[src/hdl/cms_pkg.sv]
`timescale 1ns / 1ps
// ----------------------------------------------------------------------------
// Compressed melody sequencer package
// Shared sizes, command codes and the controller/datapath interface types.
// ----------------------------------------------------------------------------
package cms_pkg;

   localparam int VOICES       = 4;
   localparam int STACK_DEPTH  = 8;
   localparam int STREAM_WORDS = 2048;
   localparam int TREE_ENTRIES = 256;

   localparam int STREAM_AW     = $clog2(STREAM_WORDS);
   localparam int TREE_AW       = $clog2(TREE_ENTRIES);
   localparam int LEVEL_W       = $clog2(STACK_DEPTH);
   localparam int PACKED_VOICES = (VOICES < 4) ? VOICES : 4;

   // Input item kinds.
   localparam logic [2:0] CMD_TICK        = 3'd0;
   localparam logic [2:0] CMD_RESTART     = 3'd1;
   localparam logic [2:0] CMD_STOP        = 3'd2;
   localparam logic [2:0] CMD_LOAD_STREAM = 3'd3;
   localparam logic [2:0] CMD_LOAD_NOTE   = 3'd4;
   localparam logic [2:0] CMD_LOAD_LENGTH = 3'd5;

   // Configuration register indexes.
   localparam logic [2:0] CSR_EVENT_COUNT     = 3'd0;
   localparam logic [2:0] CSR_MIN_REF_LENGTH  = 3'd1;
   localparam logic [2:0] CSR_MIN_REF_OFFSET  = 3'd2;
   localparam logic [2:0] CSR_NOISE_NOTE_CODE = 3'd3;
   localparam logic [2:0] CSR_VOLUME_PERCENT  = 3'd4;
   localparam logic [2:0] CSR_OUTPUT_ENABLE   = 3'd5;

   localparam logic [7:0] FIRST_MIDI      = 8'd47;
   localparam logic [6:0] MAX_VOLUME      = 7'd100;
   localparam logic [4:0] GOLOMB_ZEROS_M1 = 5'd15;
   localparam logic [7:0] TREE_LAST_STEP  = 8'd255;

   typedef enum logic [4:0] {
      OP_NONE,
      OP_CAPTURE,
      OP_TICK_INC,
      OP_EXPIRE,
      OP_RESTART,
      OP_STOP,
      OP_LOAD,
      OP_DEC,
      OP_POP,
      OP_SET_DONE,
      OP_FLAG,
      OP_GOLOMB_ZERO,
      OP_GOLOMB_SUFFIX,
      OP_GOLOMB_DONE,
      OP_PUSH,
      OP_TREE_STEP,
      OP_APPLY,
      OP_FINISH,
      OP_RESULT
   } op_type;

   typedef struct packed {
      op_type op;
      logic   sel;   // second Golomb code, or length tree
   } dp_cmd_type;

   typedef struct packed {
      logic [2:0] cmd;
      logic       running;
      logic       stream_done;
      logic       tick_due;
      logic       left_zero;
      logic       level_zero;
      logic       overflow;
      logic       bit_val;
      logic       zeros_zero;
      logic       prefix_end;
      logic       suffix_last;
      logic       tree_end;
      logic       rsp_busy;
   } dp_status_type;

endpackage

[src/hdl/cms_ctrl.sv]
`timescale 1ns / 1ps
// ----------------------------------------------------------------------------
// Sequencer controller
// Steps the datapath through command handling and event decoding.
// ----------------------------------------------------------------------------
module cms_ctrl import cms_pkg::*; (
   input  logic          clock,
   input  logic          reset,
   input  logic          req_tvalid,
   output logic          req_tready,
   input  dp_status_type status,
   output dp_cmd_type    cmd
);

   typedef enum logic [4:0] {
      S_IDLE, S_DISPATCH, S_EXPIRE, S_CHECK, S_POP,
      S_FLAG_W, S_FLAG, S_GZ_W, S_GZ, S_GS_W, S_GS, S_GDONE, S_PUSH,
      S_TREE_W, S_TREE, S_APPLY, S_FINISH, S_RESULT
   } state_type;

   state_type state_ff;
   state_type state_in;
   logic      ready_ff;
   logic      second_ff;
   logic      tree_sel_ff;

   assign req_tready = ready_ff;

   always_comb begin
      state_in = state_ff;
      cmd.op   = OP_NONE;
      cmd.sel  = 1'b0;
      case (state_ff)
         S_IDLE: begin
            if (req_tvalid) begin
               cmd.op   = OP_CAPTURE;
               state_in = S_DISPATCH;
            end
         end
         S_DISPATCH: begin
            state_in = S_RESULT;
            case (status.cmd)
               CMD_TICK: begin
                  if (status.running) begin
                     cmd.op   = OP_TICK_INC;
                     state_in = S_EXPIRE;
                  end
               end
               CMD_RESTART:     cmd.op = OP_RESTART;
               CMD_STOP:        cmd.op = OP_STOP;
               CMD_LOAD_STREAM: cmd.op = OP_LOAD;
               CMD_LOAD_NOTE:   cmd.op = OP_LOAD;
               CMD_LOAD_LENGTH: cmd.op = OP_LOAD;
               default: ;
            endcase
         end
         S_EXPIRE: begin
            cmd.op   = OP_EXPIRE;
            state_in = S_CHECK;
         end
         S_CHECK: begin
            if (!status.stream_done && status.tick_due) begin
               cmd.op   = OP_DEC;
               state_in = S_POP;
            end else begin
               state_in = S_FINISH;
            end
         end
         S_POP: begin
            if (status.left_zero) begin
               if (status.level_zero) begin
                  cmd.op   = OP_SET_DONE;
                  state_in = S_FINISH;
               end else begin
                  cmd.op = OP_POP;
               end
            end else begin
               state_in = S_FLAG_W;
            end
         end
         S_FLAG_W: state_in = S_FLAG;
         S_FLAG: begin
            cmd.op   = OP_FLAG;
            state_in = status.bit_val ? S_GZ_W : S_TREE_W;
         end
         S_GZ_W: state_in = S_GZ;
         S_GZ: begin
            cmd.op = OP_GOLOMB_ZERO;
            if (status.prefix_end) begin
               state_in = (status.bit_val && status.zeros_zero) ? S_GDONE : S_GS_W;
            end else begin
               state_in = S_GZ_W;
            end
         end
         S_GS_W: state_in = S_GS;
         S_GS: begin
            cmd.op   = OP_GOLOMB_SUFFIX;
            state_in = status.suffix_last ? S_GDONE : S_GS_W;
         end
         S_GDONE: begin
            cmd.op   = OP_GOLOMB_DONE;
            cmd.sel  = second_ff;
            state_in = second_ff ? S_PUSH : S_GZ_W;
         end
         S_PUSH: begin
            cmd.op   = OP_PUSH;
            state_in = status.overflow ? S_FINISH : S_FLAG_W;
         end
         S_TREE_W: begin
            cmd.sel  = tree_sel_ff;
            state_in = S_TREE;
         end
         S_TREE: begin
            cmd.op  = OP_TREE_STEP;
            cmd.sel = tree_sel_ff;
            if (status.tree_end) begin
               state_in = tree_sel_ff ? S_APPLY : S_TREE_W;
            end else begin
               state_in = S_TREE_W;
            end
         end
         S_APPLY: begin
            cmd.op   = OP_APPLY;
            state_in = S_CHECK;
         end
         S_FINISH: begin
            cmd.op   = OP_FINISH;
            state_in = S_RESULT;
         end
         S_RESULT: begin
            if (!status.rsp_busy) begin
               cmd.op   = OP_RESULT;
               state_in = S_IDLE;
            end
         end
         default: state_in = S_IDLE;
      endcase
   end

   always_ff @(posedge clock) begin
      if (reset) begin
         state_ff    <= S_IDLE;
         ready_ff    <= 1'b1;
         second_ff   <= 1'b0;
         tree_sel_ff <= 1'b0;
      end else begin
         state_ff <= state_in;
         ready_ff <= (state_in == S_IDLE);
         case (state_ff)
            S_FLAG: begin
               second_ff   <= 1'b0;
               tree_sel_ff <= 1'b0;
            end
            S_GDONE: second_ff <= 1'b1;
            S_TREE: begin
               if (status.tree_end) begin
                  tree_sel_ff <= 1'b1;
               end
            end
            default: ;
         endcase
      end
   end

endmodule

[config.mk]
export PLATFORM = sky130hd
export DESIGN_NAME = cms_ctrl
export DESIGN_NICKNAME = d
export VERILOG_FILES = /design/src/hdl/cms_pkg.sv /design/src/hdl/cms_ctrl.sv
export SDC_FILE = /design/constraint.sdc
export NUM_CORES = 1
export LEC_CHECK = 0
export BUFFER_PORTS_ARGS = -buffer_cell sky130_fd_sc_hd__buf_2
export CAP_MARGIN = 0
export CORE_UTILIZATION = 56
export DETAILED_ROUTE_END_ITERATION = 12
export MAX_ROUTING_LAYER = met4
export PLACE_DENSITY = 0.87
export SLEW_MARGIN = 20
export SYNTH_ARGS = -nofsm -noshare
export SYNTH_HDL_FRONTEND = slang
export SYNTH_SLANG_ARGS = --single-unit
[constraint.sdc]
create_clock -name clock -period 3.2 [get_ports clock]
set_clock_uncertainty 0.1 [all_clocks]
set_input_delay 0.48 -clock clock [delete_from_list [all_inputs] [get_ports clock]]
set_output_delay 0.48 -clock clock [all_outputs]
set_load 0.05 [all_outputs]
==> reports/qor.csv <==
metric,value,unit
status,finished clean,
Leak,0.405,nW
Placer Congestion,0.941,
Inserted Diodes,0,
Avg Inst Size Synth,7.49,µm²
syn_nets,145,
final hold viol count,0,
GR met1 Demand/Resource,37.0,%
Placed Cells incl. Taps,158,
final setup vio count,0,
Detail Placement HPWL,1.80,mm
post-synthesis xor/xnor area fraction,0,%
global-route wire length before repair,4.02,mm
reg2reg setup slack,940,ps
Crit Path Class,reg -> out,
"Core Util, Final",66.0,%
"commonest non-fill, non-tap cell in the layout",buf_2,
Worst Hold Launch,reset,
"area leader, netlist",dfxtp_1,
largest net degree at the start of global routing,26,
M2 GR Usage,42.4,%
core footprint,1540,µm²
Routed Antenna Nets,0,
share of the synthesized area in the top cell type,16.8,%
min-delay worst type,in -> reg,
maxcap violations,0,
Buffers & Inverters on Critical Path,1,
M3 GR Usage,6.81,%
layout cells sized above 1,24.8,%
FF-to-FF End,req_tready,
Seq cells post-synth,8,
worst-margin pin slew,734,ps
Clock Latency Late Sink,250,ps
CP peak stage delay,730,ps
crit path cell chain,"nor2b_1, nand4b_1, a21oi_1, a21o_1, buf_2",
design area,1020,µm²
hold_buf cts,0,
"Cell Count, Final, Fillers Out",161,
critical path launch point type,flip-flop,
Tcrit/Tclk final,85.5,%
die width,43.2,µm
CTS tree,built,
CTS root buf,clkbuf_4,
Syn Inst Count,127,
mux cell area share after synthesis,3.29,%
PostCTS Resize Cnt,0,
worst setup margin,463,ps
P&R area growth vs syn,6.97,%
"Slew Viols, Final",0,
most frequent cells in the layout,"buf_2, nor2_1, a21oi_1",
required time of the worst setup path,2620,ps
DRC,0,
drt total wl,2.48,mm
async set-reset flop share out of synthesis,0,%
die height,43.2,µm
nets@finish,165,
Clock transition at path regs,60,ps
Hold Path Sink,state_ff[3],
post-synthesis compound-gate area fraction,28.8,%
vias in the first global route,944,
Worst Setup End Kind,primary output,
routed wire length per instance,15.4,µm
Post-Syn Area,951,µm²
IO Pins,25,
via density per instance,6.70,
R2R Path Start,state_ff[4],
Die Area,1870,µm²
Hold Path Depth,2,
pwr/cell area,368,nW/µm²
starting density of the core,61.7,%
critical-path cell with the highest stage delay,dfxtp_1,
initial antenna violation count,0,
area post-placement,995,µm²
Worst VDD drop,0.379,mV
Crit path max-delay family,flip-flops,
synth top area cells,"dfxtp_1, a21oi_1, buf_6, nor3_1, a31oi_1",
largest family of logic cells by synthesized area,simple AND/OR/NAND/NOR gates,
minimum clock period,2740,ps
setup bufs post-CTS,0,
Synth cell types,48,
Synth Area in Simple Gates,37.4,%
Port Buf Inserts,24,
WP data arrival,2160,ps
CTS Buffer Depth,2,
relative slew slack,50.6,%
Post-Synth Adder-Cell Area,0,%
Worst Setup SP,state_ff[1],
CTS sink cnt,8,
grt ovf,0,
pre-CTS WS,761,ps
worst-path maximum fanout,23,
Fmax,0.365,GHz
total vias in the final route,1079,
"Seq/Total Area, Yosys",16.8,%
GR peak layer,met2,
initial drt markers,68,
Num CTS Buffers,3,
H-tree Lvls,1,
Post-synth EDFFs,0,
Fillers,148,
RSZ-0062 raised after global routing,no,
R2R cell count,5,
GRT Overall Usage,27.8,%
most used flip-flop cell after synthesis,dfxtp_1,
synth warn,0,
num rows,14,
Total Negative Setup Slacks,0,ps
drt pass-1 iters,4,
per-layer routing:
metal / routed length (µm) / part of all wire (%)
met1: 1080 / 44
met2: 1150 / 46
met3: 220 / 8.9
met4: 23 / 0.93
met5: 0 / 0
worst max-delay path by stage:
stage / end / slack [ps] / cells after the start
floorplan: cmd[4] / 600 / 3
global placement: cmd[3] / 810 / 5
detailed placement: cmd[3] / 760 / 5
CTS: cmd[3] / 490 / 5
global route: cmd[3] / 300 / 5
finish: cmd[3] / 460 / 5
worst reg2reg max path: cells and delay by family, from the launching register on:
| family | cells | cell delay (ps) |
|---|---|---|
| flops | 1 | 750 |
| simple gates | 2 | 480 |
| compound gates | 3 | 870 |
stage by stage:
stage,total power (W),hold WS (ps)
after floorplan,0.000267,407
after global placement,0.000296,445
after detailed placement,0.000297,455
after CTS,0.000373,396
after global routing,0.000396,402
final,0.000374,401
synth_stat cells, types with 2 or more instances:
cell	count
nand2_1	8
o21ai_0	6
nor4_2	3
mux2i_1	2
a31oi_1	6
clkbuf_4	2
a41o_1	2
nor2b_1	5
inv_1	5
nand3_1	6
dfxtp_1	8
o22ai_1	2
or4b_1	2
clkbuf_8	2
a21oi_1	9
nand3b_1	2
o211ai_1	2
nand2b_1	5
nor2_1	9
a211oi_1	2
nor3_1	8
nand4_1	2
buf_6	4
report_power, final:
group          switching, W  leakage [nW]  total (W)  internal, W
Clock             0.0000326        0.0138  0.0000754    0.0000428
Combinational      0.000117         0.326   0.000175    0.0000577
Sequential        0.0000157        0.0653   0.000123     0.000108
Total              0.000166         0.405   0.000374     0.000208
cells by family after synthesis:
group	Yosys count
flip-flops	8
AND/OR/NAND/NOR	59
multiplexers	3
AO/OA/AOI/OAI	41
buffers and inverters	16
registers in the layout, indices dropped and copies added, names as in the netlist:
signal	count
tree_sel_ff	1
state_ff	5
second_ff	1
req_tready	1
cell type report:
cell class	instances	area, µm²	area share [%]
clock buffer	3	22.5	2.21
inverter	5	18.8	1.85
multi-input combinational	103	661	64.9
sequential	8	160	15.7
tap	16	20.0	1.97
timing repair buffer	26	135	13.3
Power figures use the tool's default switching activity.
